<file path="src/rtl/adf_pkg.sv">
// ----------------------------------------------------------------------------
// adf_pkg
// types, codes and helpers shared by the air data frame deframer
// ----------------------------------------------------------------------------
`default_nettype none

package adf_pkg;

  // frame parser phase
  typedef enum logic [1:0] {
    PH_START  = 2'd0,
    PH_HEADER = 2'd1,
    PH_STATUS = 2'd2,
    PH_DATA   = 2'd3
  } phase_t;

  // result kind codes
  localparam logic [1:0] KIND_DATA   = 2'd0;
  localparam logic [1:0] KIND_STATUS = 2'd1;
  localparam logic [1:0] KIND_TICK   = 2'd2;

  // input op codes
  localparam logic OP_BYTE = 1'b0;
  localparam logic OP_TICK = 1'b1;

  // configuration register indexes
  localparam logic [2:0] REG_MASK_G1  = 3'd0;
  localparam logic [2:0] REG_MASK_G6  = 3'd5;
  localparam logic [2:0] REG_TIMEOUT  = 3'd6;

  localparam int NUM_GROUPS = 6;

  // register reset values
  localparam logic [15:0] MASK_G1_RST = 16'h67FE;
  localparam logic [15:0] MASK_G2_RST = 16'h0686;
  localparam logic [15:0] MASK_G3_RST = 16'h3C7E;
  localparam logic [15:0] MASK_G4_RST = 16'h0000;
  localparam logic [15:0] MASK_G5_RST = 16'h0000;
  localparam logic [15:0] MASK_G6_RST = 16'h003E;
  localparam logic [15:0] TIMEOUT_RST = 16'd60;

  // framing bytes and header fields
  localparam logic [7:0] TERM_CR        = 8'h0D;
  localparam logic [2:0] STATUS_GROUP   = 3'd1;
  localparam logic [3:0] STAT_HDR_LABEL = 4'd15;
  localparam logic [7:0] START_MIN      = 8'h01;
  localparam logic [7:0] START_MAX      = 8'h06;

  // result tdata layout, lowest bit up
  localparam int TD_GROUP_LSB = 0;
  localparam int TD_LABEL_LSB = 3;
  localparam int TD_WORD_LSB  = 7;
  localparam int TD_FLAG_LSB  = 39;
  localparam int TD_TERM_BIT  = 42;
  localparam int TD_HEX_BIT   = 43;
  localparam int TD_TOUT_BIT  = 44;
  localparam int TDATA_W      = 48;

  typedef logic [NUM_GROUPS-1:0][15:0] mask_bank_t;

  // completed frame from the parser
  typedef struct packed {
    logic        valid;
    logic [1:0]  kind;
    logic [2:0]  group;
    logic [3:0]  label;
    logic [31:0] word;
    logic [2:0]  hdr_flag;
    logic        term_ok;
    logic        hex_error;
  } frame_t;

  typedef struct packed {
    logic       ok;
    logic [3:0] nib;
  } hex_t;

  // ascii hex character to nibble, both cases
  function automatic hex_t hex_decode(input logic [7:0] c);
    hex_t h;
    h.ok  = 1'b1;
    h.nib = 4'd0;
    if (c inside {[8'h30:8'h39]}) begin
      h.nib = c[3:0];
    end else if (c inside {[8'h41:8'h46], [8'h61:8'h66]}) begin
      h.nib = c[3:0] + 4'd9;
    end else begin
      h.ok = 1'b0;
    end
    return h;
  endfunction

endpackage

`default_nettype wire

</file>
<file path="src/rtl/adf_frame_parser.sv">
// ----------------------------------------------------------------------------
// adf_frame_parser
// start / header / character state machine, one byte per call
// ----------------------------------------------------------------------------
`default_nettype none

module adf_frame_parser #(
  parameter int DATA_CHARS   = 8,
  parameter int STATUS_CHARS = 4
) (
  input  wire                 clk,
  input  wire                 rst,
  input  wire                 byte_en,
  input  wire [7:0]           rx_byte,
  input  adf_pkg::mask_bank_t masks,
  output adf_pkg::frame_t     frame
);

  localparam int CHAR_LIMIT = (DATA_CHARS > STATUS_CHARS) ? DATA_CHARS : STATUS_CHARS;
  localparam int CW         = $clog2(CHAR_LIMIT + 1);

  adf_pkg::phase_t phase, phase_next;
  logic [2:0]      cur_group;
  logic [3:0]      cur_label;
  logic [2:0]      cur_flag;
  logic [CW-1:0]   char_count;
  logic [31:0]     accum_word;
  logic            bad_char;

  logic            is_start;
  logic            hdr_mark;
  logic [3:0]      hdr_label;
  logic            is_status_hdr;
  logic            label_en;
  logic            do_start;
  logic            do_header;
  logic            do_collect;
  logic            do_emit;
  adf_pkg::hex_t   hx;
  logic [2:0]      grp_idx;

  assign is_start      = (rx_byte >= adf_pkg::START_MIN) && (rx_byte <= adf_pkg::START_MAX);
  assign hdr_mark      = rx_byte[7];
  assign hdr_label     = rx_byte[3:0];
  assign is_status_hdr = (cur_group == adf_pkg::STATUS_GROUP) &&
                         (hdr_label == adf_pkg::STAT_HDR_LABEL);
  assign grp_idx       = cur_group - 3'd1;
  assign label_en      = (cur_group >= 3'd1) && (cur_group <= 3'(adf_pkg::NUM_GROUPS)) &&
                         masks[grp_idx][hdr_label];
  assign hx            = adf_pkg::hex_decode(rx_byte);

  // next phase
  always_comb begin
    phase_next = phase;
    if (byte_en) begin
      case (phase)
        adf_pkg::PH_START: begin
          if (is_start) phase_next = adf_pkg::PH_HEADER;
        end
        adf_pkg::PH_HEADER: begin
          if (!hdr_mark)          phase_next = adf_pkg::PH_START;
          else if (is_status_hdr) phase_next = adf_pkg::PH_STATUS;
          else if (label_en)      phase_next = adf_pkg::PH_DATA;
          else                    phase_next = adf_pkg::PH_START;
        end
        adf_pkg::PH_STATUS: begin
          if (char_count >= CW'(STATUS_CHARS)) phase_next = adf_pkg::PH_START;
        end
        adf_pkg::PH_DATA: begin
          if (char_count >= CW'(DATA_CHARS)) phase_next = adf_pkg::PH_START;
        end
        default: phase_next = adf_pkg::PH_START;
      endcase
    end
  end

  // actions of the current phase
  always_comb begin
    do_start   = 1'b0;
    do_header  = 1'b0;
    do_collect = 1'b0;
    do_emit    = 1'b0;
    if (byte_en) begin
      case (phase)
        adf_pkg::PH_START:  do_start  = is_start;
        adf_pkg::PH_HEADER: do_header = hdr_mark;
        adf_pkg::PH_STATUS: begin
          do_collect = (char_count <  CW'(STATUS_CHARS));
          do_emit    = (char_count >= CW'(STATUS_CHARS));
        end
        adf_pkg::PH_DATA: begin
          do_collect = (char_count <  CW'(DATA_CHARS));
          do_emit    = (char_count >= CW'(DATA_CHARS));
        end
        default: ;
      endcase
    end
  end

  always_comb begin
    frame           = '0;
    frame.valid     = do_emit;
    frame.kind      = (phase == adf_pkg::PH_STATUS) ? adf_pkg::KIND_STATUS
                                                    : adf_pkg::KIND_DATA;
    frame.group     = cur_group;
    frame.label     = cur_label;
    frame.word      = (phase == adf_pkg::PH_STATUS) ? {16'd0, accum_word[15:0]} : accum_word;
    frame.hdr_flag  = cur_flag;
    frame.term_ok   = (rx_byte == adf_pkg::TERM_CR);
    frame.hex_error = bad_char;
  end

  always_ff @(posedge clk) begin
    if (rst) begin
      phase      <= adf_pkg::PH_START;
      cur_group  <= '0;
      cur_label  <= '0;
      cur_flag   <= '0;
      char_count <= '0;
      accum_word <= '0;
      bad_char   <= 1'b0;
    end else begin
      phase <= phase_next;
      if (do_start) begin
        cur_group  <= rx_byte[2:0];
        char_count <= '0;
        accum_word <= '0;
        bad_char   <= 1'b0;
      end
      if (do_header) begin
        cur_label <= hdr_label;
        cur_flag  <= rx_byte[6:4];
      end
      if (do_collect) begin
        accum_word <= {accum_word[27:0], hx.nib};
        char_count <= char_count + CW'(1);
        if (!hx.ok) bad_char <= 1'b1;
      end
      if (do_emit) char_count <= '0;
    end
  end

endmodule

`default_nettype wire

</file>
<file path="src/rtl/adf_timeout.sv">
// ----------------------------------------------------------------------------
// adf_timeout
// idle tick counter and timeout flag
// ----------------------------------------------------------------------------
`default_nettype none

module adf_timeout (
  input  wire        clk,
  input  wire        rst,
  input  wire        tick,
  input  wire        data_done,
  input  wire [15:0] limit,
  output logic       flag,
  output logic       flag_next
);

  logic [15:0] idle_ticks;
  logic [15:0] idle_ticks_next;

  always_comb begin
    idle_ticks_next = idle_ticks;
    flag_next       = flag;
    if (tick) begin
      if (idle_ticks != 16'hFFFF) idle_ticks_next = idle_ticks + 16'd1;
      flag_next = (idle_ticks_next >= limit);
    end else if (data_done) begin
      idle_ticks_next = '0;
    end
  end

  always_ff @(posedge clk) begin
    if (rst) begin
      idle_ticks <= '0;
      flag       <= 1'b0;
    end else begin
      idle_ticks <= idle_ticks_next;
      flag       <= flag_next;
    end
  end

endmodule

`default_nettype wire

</file>
<file path="src/rtl/air_data_frame_deframer.sv">
// ----------------------------------------------------------------------------
// air_data_frame_deframer
// serial air data deframer: start byte, header, hex characters, terminator
// ----------------------------------------------------------------------------
//
//  channel   dir  handshake          payload
//  --------  ---  -----------------  -----------------------------------------
//  s_*       in   s_tvalid/s_tready  tuser = op, tdata = rx_byte
//  m_*       out  m_tvalid/m_tready  tuser = kind, tdata = frame fields
//  cfg_*     in   cfg_valid/ready    cfg_index = register, cfg_data = value
//
//  one item is taken per cycle while the output is free; its result, if any,
//  sits in the output register from the next cycle on
//  the output register is the only stage: a new item is taken whenever it is
//  empty or being drained in the same cycle
//  reset is synchronous and clears the parser phase, the tick counter, the
//  output valid and the registers to their default values; no clearing pass
//  the config port is always ready; the user must write it only while the
//  block is idle, which the block itself does not enforce
`default_nettype none

module air_data_frame_deframer #(
  parameter int DATA_CHARS   = 8,
  parameter int STATUS_CHARS = 4
) (
  input  wire                          clk,
  input  wire                          rst,
  // input stream
  input  wire                          s_tvalid,
  output logic                         s_tready,
  input  wire  [7:0]                   s_tdata,   // [7:0] rx_byte
  input  wire                          s_tuser,   // [0] op
  // result stream
  output logic                         m_tvalid,
  input  wire                          m_tready,
  output logic [adf_pkg::TDATA_W-1:0]  m_tdata,   // [2:0] group, [6:3] label,
                                                  // [38:7] word, [41:39] hdr_flag,
                                                  // [42] term_ok, [43] hex_error,
                                                  // [44] timed_out, [47:45] zero
  output logic [1:0]                   m_tuser,   // [1:0] kind
  // configuration writes
  input  wire                          cfg_valid,
  output logic                         cfg_ready,
  input  wire  [2:0]                   cfg_index,
  input  wire  [15:0]                  cfg_data
);

  // register file
  adf_pkg::mask_bank_t masks;
  logic [15:0]         timeout_ticks;

  logic                s_fire;
  logic                byte_en;
  logic                tick_en;
  adf_pkg::frame_t     frame;
  logic                tout_flag;
  logic                tout_flag_next;
  logic                res_valid;
  logic [1:0]          res_kind;
  logic [adf_pkg::TDATA_W-1:0] res_data;

  assign cfg_ready = 1'b1;

  always_ff @(posedge clk) begin
    if (rst) begin
      masks[0]      <= adf_pkg::MASK_G1_RST;
      masks[1]      <= adf_pkg::MASK_G2_RST;
      masks[2]      <= adf_pkg::MASK_G3_RST;
      masks[3]      <= adf_pkg::MASK_G4_RST;
      masks[4]      <= adf_pkg::MASK_G5_RST;
      masks[5]      <= adf_pkg::MASK_G6_RST;
      timeout_ticks <= adf_pkg::TIMEOUT_RST;
    end else if (cfg_valid && cfg_ready) begin
      // mask registers start at index zero
      if (cfg_index <= adf_pkg::REG_MASK_G6) begin
        masks[cfg_index] <= cfg_data;
      end else if (cfg_index == adf_pkg::REG_TIMEOUT) begin
        timeout_ticks <= cfg_data;
      end
    end
  end

  // take a new item whenever the result slot frees up this cycle
  assign s_tready = !m_tvalid || m_tready;
  assign s_fire   = s_tvalid && s_tready;
  assign byte_en  = s_fire && (s_tuser == adf_pkg::OP_BYTE);
  assign tick_en  = s_fire && (s_tuser == adf_pkg::OP_TICK);

  adf_frame_parser #(
    .DATA_CHARS   (DATA_CHARS),
    .STATUS_CHARS (STATUS_CHARS)
  ) u_parser (
    .clk     (clk),
    .rst     (rst),
    .byte_en (byte_en),
    .rx_byte (s_tdata),
    .masks   (masks),
    .frame   (frame)
  );

  // only a completed data frame restarts the idle count
  adf_timeout u_timeout (
    .clk       (clk),
    .rst       (rst),
    .tick      (tick_en),
    .data_done (frame.valid && (frame.kind == adf_pkg::KIND_DATA)),
    .limit     (timeout_ticks),
    .flag      (tout_flag),
    .flag_next (tout_flag_next)
  );

  // result assembly: tick report or completed frame
  always_comb begin
    res_valid = tick_en || frame.valid;
    res_kind  = adf_pkg::KIND_TICK;
    res_data  = '0;
    if (tick_en) begin
      res_data[adf_pkg::TD_TOUT_BIT] = tout_flag_next;
    end else begin
      res_kind = frame.kind;
      res_data[adf_pkg::TD_GROUP_LSB +: 3] = frame.group;
      res_data[adf_pkg::TD_LABEL_LSB +: 4] = frame.label;
      res_data[adf_pkg::TD_WORD_LSB  +: 32] = frame.word;
      res_data[adf_pkg::TD_FLAG_LSB  +: 3] = frame.hdr_flag;
      res_data[adf_pkg::TD_TERM_BIT]       = frame.term_ok;
      res_data[adf_pkg::TD_HEX_BIT]        = frame.hex_error;
      // a frame reports the flag as it stands
      res_data[adf_pkg::TD_TOUT_BIT]       = tout_flag;
    end
  end

  // output register
  always_ff @(posedge clk) begin
    if (rst) begin
      m_tvalid <= 1'b0;
    end else if (s_tready) begin
      m_tvalid <= res_valid;
    end
  end

  always_ff @(posedge clk) begin
    if (s_tready && res_valid) begin
      m_tdata <= res_data;
      m_tuser <= res_kind;
    end
  end

  // every accepted tick yields a tick report in the next cycle
  a_tick_result: assert property (@(posedge clk) disable iff (rst)
    (s_tvalid && s_tready && s_tuser == adf_pkg::OP_TICK)
      |=> (m_tvalid && m_tuser == adf_pkg::KIND_TICK))
    else $error("tick item without tick report");

  // a tick report carries nothing but the timeout flag
  a_tick_fields: assert property (@(posedge clk) disable iff (rst)
    (m_tvalid && m_tuser == adf_pkg::KIND_TICK) |-> (m_tdata[adf_pkg::TD_HEX_BIT:0] == '0))
    else $error("tick report with frame fields set");

  // a status word keeps only 16 bits, and status frames come from group 1
  a_status_word: assert property (@(posedge clk) disable iff (rst)
    (m_tvalid && m_tuser == adf_pkg::KIND_STATUS)
      |-> (m_tdata[adf_pkg::TD_WORD_LSB + 16 +: 16] == 16'd0 &&
           m_tdata[adf_pkg::TD_GROUP_LSB +: 3] == adf_pkg::STATUS_GROUP))
    else $error("status result malformed");

  // a byte item never produces a result unless a frame completes
  a_byte_quiet: assert property (@(posedge clk) disable iff (rst)
    (s_tvalid && s_tready && s_tuser == adf_pkg::OP_BYTE && !frame.valid) |=> !m_tvalid)
    else $error("result without completed frame");

endmodule

`default_nettype wire

</file>
<file path="config.mk">
export PLATFORM = sky130hd
export DESIGN_NAME = air_data_frame_deframer
export DESIGN_NICKNAME = d
export VERILOG_FILES = /design/src/rtl/adf_pkg.sv /design/src/rtl/adf_frame_parser.sv /design/src/rtl/adf_timeout.sv /design/src/rtl/air_data_frame_deframer.sv
export SDC_FILE = /design/constraint.sdc
export NUM_CORES = 1
export LEC_CHECK = 0
export BUFFER_PORTS_ARGS = -buffer_cell sky130_fd_sc_hd__buf_2
export CAP_MARGIN = 40
export CELL_PAD_IN_SITES_DETAIL_PLACEMENT = 0
export CELL_PAD_IN_SITES_GLOBAL_PLACEMENT = 1
export CORE_AREA = 2 2 174 176
export CTS_CLUSTER_DIAMETER = 120
export DETAILED_ROUTE_END_ITERATION = 12
export DIE_AREA = 0 0 176 178
export PLACE_DENSITY_LB_ADDON = 0.12
export SYNTH_ARGS = -nofsm -noshare
export SYNTH_HDL_FRONTEND = slang
export SYNTH_SLANG_ARGS = --single-unit
</file>
<file path="constraint.sdc">
create_clock -name clk -period 3.4 [get_ports clk]
set_input_delay 1.02 -clock clk [delete_from_list [all_inputs] [get_ports clk]]
set_output_delay 1.02 -clock clk [all_outputs]
set_load 0.005 [all_outputs]
</file>
# --- Word-level counts from Yosys, hierarchy flattened ---
# Index checks and enable logic that the tools add are counted.
op_classes:
  n_addsub: 4
  order_cmp: 20
  n_eq_ne: 11
  muxes: 40
  n_bitwise: 2
  n_reduce_logical: 26
ops:
  columns: ["operator", "count"]
  rows:
  - ["96-bit bitwise mux", 1]
  - ["16-bit two-way mux", 6]
  - ["32-bit two-way mux", 2]
  - ["16-bit binary-select mux with 3-bit select", 1]
  - ["16-bit demux with 3-bit select", 1]
  - ["16-bit by 1-bit adder with 16-bit output (second input constant)", 1]
  - ["16-bit >= comparator", 1]
  - ["8-bit by 7-bit >= comparator with 1-bit output (second input constant)", 2]
  - ["8-bit by 7-bit <= comparator with 1-bit output (second input constant)", 2]
  - ["4-bit two-way mux", 4]
  - ["16-bit inequality test (second input constant)", 1]
  - ["1-bit two-way mux", 15]
  - ["1-bit logical AND", 13]
  - ["2-bit two-way mux", 6]
  - ["8-bit by 4-bit equality test with 1-bit output (second input constant)", 1]
  - ["8-bit by 1-bit >= comparator with 1-bit output (second input constant)", 1]
  - ["8-bit by 6-bit >= comparator with 1-bit output (second input constant)", 1]
  - ["8-bit by 3-bit <= comparator with 1-bit output (second input constant)", 1]
  - ["8-bit by 6-bit <= comparator with 1-bit output (second input constant)", 1]
  - ["3-bit by 4-bit less-than comparator with 1-bit output (second input constant)", 2]
  - ["2-bit case mux with 4 select lines", 1]
  - ["3-bit by 1-bit >= comparator with 1-bit output (second input constant)", 2]
  - ["3-bit <= comparator (second input constant)", 2]
  - ["2-bit by 1-bit inequality test with 1-bit output (second input constant)", 3]
  - ["other kinds (24)", 32]
word_totals:
  regBits: 226
  in_bits: 33
  out_inout_bits: 53
  word_cells: 124

# --- Depth between registers and ports, before layout ---
logic_depth:
  depth_word: 10
  depth_mapped: 15
  depth_no_buf: 14

# --- By module ---
# A second synthesis with hierarchy kept.
unflattened:
  cells_unflattened: 1206
  hier_area_um2: 11114.4
modules_own_cells:
  columns: ["mod", "n_inst", "cells_each", "area_each_um2", "seq_area_each_um2"]
  rows:
  - ["air_data_frame_deframer", 1, 583, 5920.7, 3673.5]
  - ["adf_frame_parser", 1, 407, 3563.4, 980.9]
  - ["adf_timeout", 1, 216, 1630.3, 340.3]

# --- Least setup slack after synthesis ---
# No wires, ideal clock.
synth_timing:
  path_type: "input port to flip-flop"
  startpoint: "input m_tready"
  endpoint: "register m_tdata[0] (netlist bit), enable pin"
  setup_time_ns: 0.401
  t_arrival_ns: 2.869
  required_ns: 2.999
  path_slack_ns: 0.129
  stages: 6
  n_path_buf: 1
  cell_sequence: "nand2b_1 > nand3_1 > inv_1 > clkbuf_1 > nor2_1 > inv_1"
synth_between:
  elab_chain_cells: 6
  elab_cells_between_ends: 7
  cone_classes: "mux: 1; reduce/logical: 6"
synth_lines:
  columns: ["item", "line", "text"]
  rows:
  - ["start: declaration", "air_data_frame_deframer.sv:35", "input wire m_tready,"]
  - ["1-bit logical OR (*)", "air_data_frame_deframer.sv:84", "assign s_tready = !m_tvalid || m_tready;"]
  - ["1-bit logical AND", "air_data_frame_deframer.sv:85", "assign s_fire = s_tvalid && s_tready;"]
  - ["1-bit logical AND", "air_data_frame_deframer.sv:86", "assign byte_en = s_fire && (s_tuser == adf_pkg::OP_BYTE);"]
  - ["1-bit two-way mux", "adf_frame_parser.sv:83", "if (byte_en) begin"]
  - ["1-bit logical OR", "air_data_frame_deframer.sv:114", "res_valid = tick_en || frame.valid;"]
  - ["1-bit logical AND (*)", "air_data_frame_deframer.sv:142", "if (s_tready && res_valid) begin"]
  - ["end signal: assignment", "air_data_frame_deframer.sv:143", "m_tdata <= res_data;"]
  - ["end: declaration", "air_data_frame_deframer.sv:36", "output logic [adf_pkg::TDATA_W-1:0] m_tdata,"]
# Every way passes the cells marked *; elsewhere a longest branch is shown, timed or not.
# A chain may end at the register's enable or synchronous reset.

# --- Final worst setup path ---
layout_timing:
  startpoint: "register u_timeout.idle_ticks[0]"
  endpoint: "register m_tdata[44] (netlist bit), data pin"
layout_between:
  elab_chain_cells: 6
  elab_cells_between_ends: 7
  cone_classes: "add/sub: 1; order compare: 1; eq/ne: 1; mux: 4"
layout_lines:
  columns: ["item", "line", "text"]
  rows:
  - ["start: declaration", "adf_timeout.sv:17", "logic [15:0] idle_ticks;"]
  - ["start signal: assignment", "adf_timeout.sv:36", "idle_ticks <= idle_ticks_next;"]
  - ["16-bit by 1-bit adder with 16-bit output or 16-bit inequality test (tied branches)", "adf_timeout.sv:24", "if (idle_ticks != 16'hFFFF) idle_ticks_next = idle_ticks + 16'd1;"]
  - ["16-bit two-way mux (*)", "adf_timeout.sv:24", null]
  - ["16-bit two-way mux (*)", "adf_timeout.sv:23", "if (tick) begin"]
  - ["16-bit >= comparator (*)", "adf_timeout.sv:25", "flag_next = (idle_ticks_next >= limit);"]
  - ["1-bit two-way mux (*)", "adf_timeout.sv:23", null]
  - ["named net tout_flag_next", "air_data_frame_deframer.sv:57", "logic tout_flag_next;"]
  - ["1-bit two-way mux (*)", "air_data_frame_deframer.sv:117", "if (tick_en) begin"]
# The timed path passes the listed nets; every way through them passes the cells marked *. The select of a mux whose other input is x is not followed.

==> run metrics <==
CP Capture Type register; status finished clean; Non-Filler Instances 1628; post-DP HPWL 18600 um; Synth top cells by count 275 x nand2_1, 179 x dfxtp_1, 146 x a21oi_1, 79 x nand3_1, 60 x nor2_1; delay-heaviest family, CP simple AND/OR/NAND/NOR gates; PwrDens 502 mW/mm^2; drt via density 5.00; Die Height 178 um; P&R area growth vs syn 17.3%; die width 176 um; Iteration-0 DRC Markers 455; WHS Endpoint masks[40]$_SDFFE_PP0P_; Tot GR Track Use 0.183; placed inst area 0.0111 mm^2; reg-to-reg startpoint u_timeout.idle_ticks[0]$_SDFFE_PP0P_; Sink Count 226; pre-CTS WS 0.254 ns; Resize count post-CTS 0; Placed Cells 1578; skew final 0.0134 ns; Avg WL per Cell 17.3 um; worst path bufs/invs 0; register area share after synthesis 0.490; post-cts hold buffer count 0; design area 0.0119 mm^2; Slew headroom 0.483; Fin Setup TNS 0 ns; Gate Count Post-Synth 1144; Critical Path RT 3.67 ns; total iterations of the first detailed-routing run 4; Max FO, Critical Path 8; EDFF count, synth 47; GR Overflow Total 0; worst vdd ir 0.334 mV; Lkg Pwr 4.51 nW; most frequent cell after synthesis nand2_1; largest stage delay on the critical path 0.41 ns; latest clock arrival within the worst-skew pair 0.53 ns; Placer Congestion 0.798; CTS tree done; hold crit path type register to register; PnR worst setup slack 0.272 ns; achievable frequency 320 MHz; post-synth top area cell dfxtp_1; Post-DRT Antenna Nets 0; Netlist cell types 57; nets@finish 1277; via count 8148; Final Hold Slack 0.452 ns; Root Buffer clkbuf_16; H-tree lvl count 1; Async SR Flop Fraction 0; Post-Syn Area 0.0102 mm^2; Initial Util 0.346; unrepaired setup endpoints after global routing false; Synth area leaders dfxtp_1 35%, edfxtp_1 14%, nand2_1 10%, a21oi_1 7.2%, nand3_1 3.9%; Slew @ Worst Pin 0.773 ns; largest net degree at the start of global routing 62; I/O Buffers 81; worst reg2reg setup slack 0.27 ns; initial antenna violation count 0; vias in the first global route 7922; clk slew on worst S/H paths 0.06 ns; CP max-delay cell dfxtp_1; setup violation total in the final timing report 0; Final Hold Viols 0; Routed WL 28200 um; max-slew violation count 0; global-route wire length before repair 45400 um; layout cells sized above 1 0.162; Ys Warns 0; ANT cells 0; reg-to-reg endpoint m_tdata[44]$_DFFE_PP_; clock period minus worst slack 3.13 ns; WP data arrival 3.40 ns; # DRC 0; Yosys reg bits 226; Setup Crit Path Kind register to register; Clock Path Buffers 3; die area 0.0313 mm^2; Cell Rows 63; final period utilization 0.920; Post-Route Utilization 0.406; crit path cell chain ha_1, nand2_1, nor4b_4, nand3_4, and3b_1, nand3_1, xnor2_1, ha_1, a21o_1, a21o_1, a21oi_1, o211ai_1, a21oi_1, nor2_1; max-cap check violation count 0; cells on worst reg2reg path 14; beginning of the worst hold path masks[40]$_SDFFE_PP0P_; Final Total Pwr 6.00 mW; IO Pins 86; main flop type after synthesis dfxtp_1; crit path launch type register; worst hold stages 2; cts bufs inserted 27; Avg Cell Area, Syn 8.90 um^2; Core Box Area 0.0294 mm^2; Yosys top cell area share 0.352
layer usage:
| metal | track usage | part of all wire | vias up |
|---|---|---|---|
| met5 | 0 | 0 | - |
| met4 | 0.0475 | 0.024 | 0 |
| met3 | 0.0245 | 0.036 | 40 |
| met2 | 0.291 | 0.45 | 130 |
| met1 | 0.263 | 0.49 | 3884 |
| li1 | - | - | 4094 |
power breakdown:
| part | internal [mW] | leakage, nW | switching (mW) |
|---|---|---|---|
| logic | 0.113 | 2.20 | 0.231 |
| clock network | 1.73 | 0.434 | 1.10 |
| registers | 2.79 | 1.88 | 0.0250 |
layout make-up:
cell class              instances  area, um^2
clock buffers                  39         781
clock inverters                10         100
fillers                      2999       17500
inverters                      30         113
multi-input cells             815        4760
flip-flops and latches        226        5000
well taps                     390         488
repair buffers                118         711
sequential cells by signal, summed over array words and instances, names as in the netlist, 3 cells and up:
name,cells
u_parser.accum_word,32
timeout_ticks,16
u_parser.cur_flag,3
m_tdata,45
u_parser.cur_group,3
u_parser.cur_label,4
u_parser.char_count,4
u_timeout.idle_ticks,16
masks,96
worst min-delay path: cells and delay by family, from the launching register on:
kind,cells,cell delay [ns]
AND/OR/NAND/NOR,1,0.05
flip-flops,1,0.30
AO/OA/AOI/OAI,1,0.05
worst max path at each step:
stage	startpoint	endpoint	slack (ns)	depth (start not counted)
floorplan	m_tready	m_tdata[0]$_SDFFCE_PP0P_	0.13	6
global placement	u_timeout.idle_ticks[0]$_SDFFE_PP0P_	m_tdata[44]$_DFFE_PP_	0.27	14
detailed placement	u_timeout.idle_ticks[0]$_SDFFE_PP0P_	m_tdata[44]$_DFFE_PP_	0.25	14
CTS	u_timeout.idle_ticks[0]$_SDFFE_PP0P_	m_tdata[44]$_DFFE_PP_	0.22	14
global route	u_parser.cur_group[1]$_SDFFE_PP0P_	u_parser.phase[0]$_SDFFE_PP0P_	0.02	9
finish	u_timeout.idle_ticks[0]$_SDFFE_PP0P_	m_tdata[44]$_DFFE_PP_	0.27	14
cell usage in the layout, fill, tap and decap left out, types with 9 or more instances in the layout:
master | netlist | routed
clkbuf_16 | 0 | 27
mux2_2 | 16 | 16
nor2_1 | 60 | 60
nand2_1 | 275 | 275
buf_4 | 6 | 36
mux2i_1 | 10 | 10
a22oi_1 | 14 | 14
dfxtp_1 | 179 | 178
mux4_2 | 15 | 15
xnor2_1 | 12 | 12
nor3_1 | 12 | 10
ha_1 | 26 | 26
inv_1 | 30 | 29
a21oi_1 | 146 | 146
nand2b_1 | 9 | 9
buf_2 | 8 | 80
edfxtp_1 | 47 | 47
and2_1 | 41 | 41
nand3_1 | 79 | 79
repair_timing:
item / in CTS / in global routing
setup buffers: 0 / 1
endpoints found under the setup margin: 0 / 1
hold endpoints to repair: 0 / 0
cells by family (layout without fill, tap and decap cells):
kind of cell,Yosys count,in the layout,synth area share
xor gates and xnor gates,17,17,0.0146
and+or+nand+nor,512,512,0.225
muxes,47,47,0.0747
AOI/OAI and AO/OA,209,209,0.119
buffers and inverters,105,197,0.0441
adders and majority gates,26,26,0.0319
other,2,4,0.000737
DFF,226,226,0.490
Power figures use the tool's default switching activity.
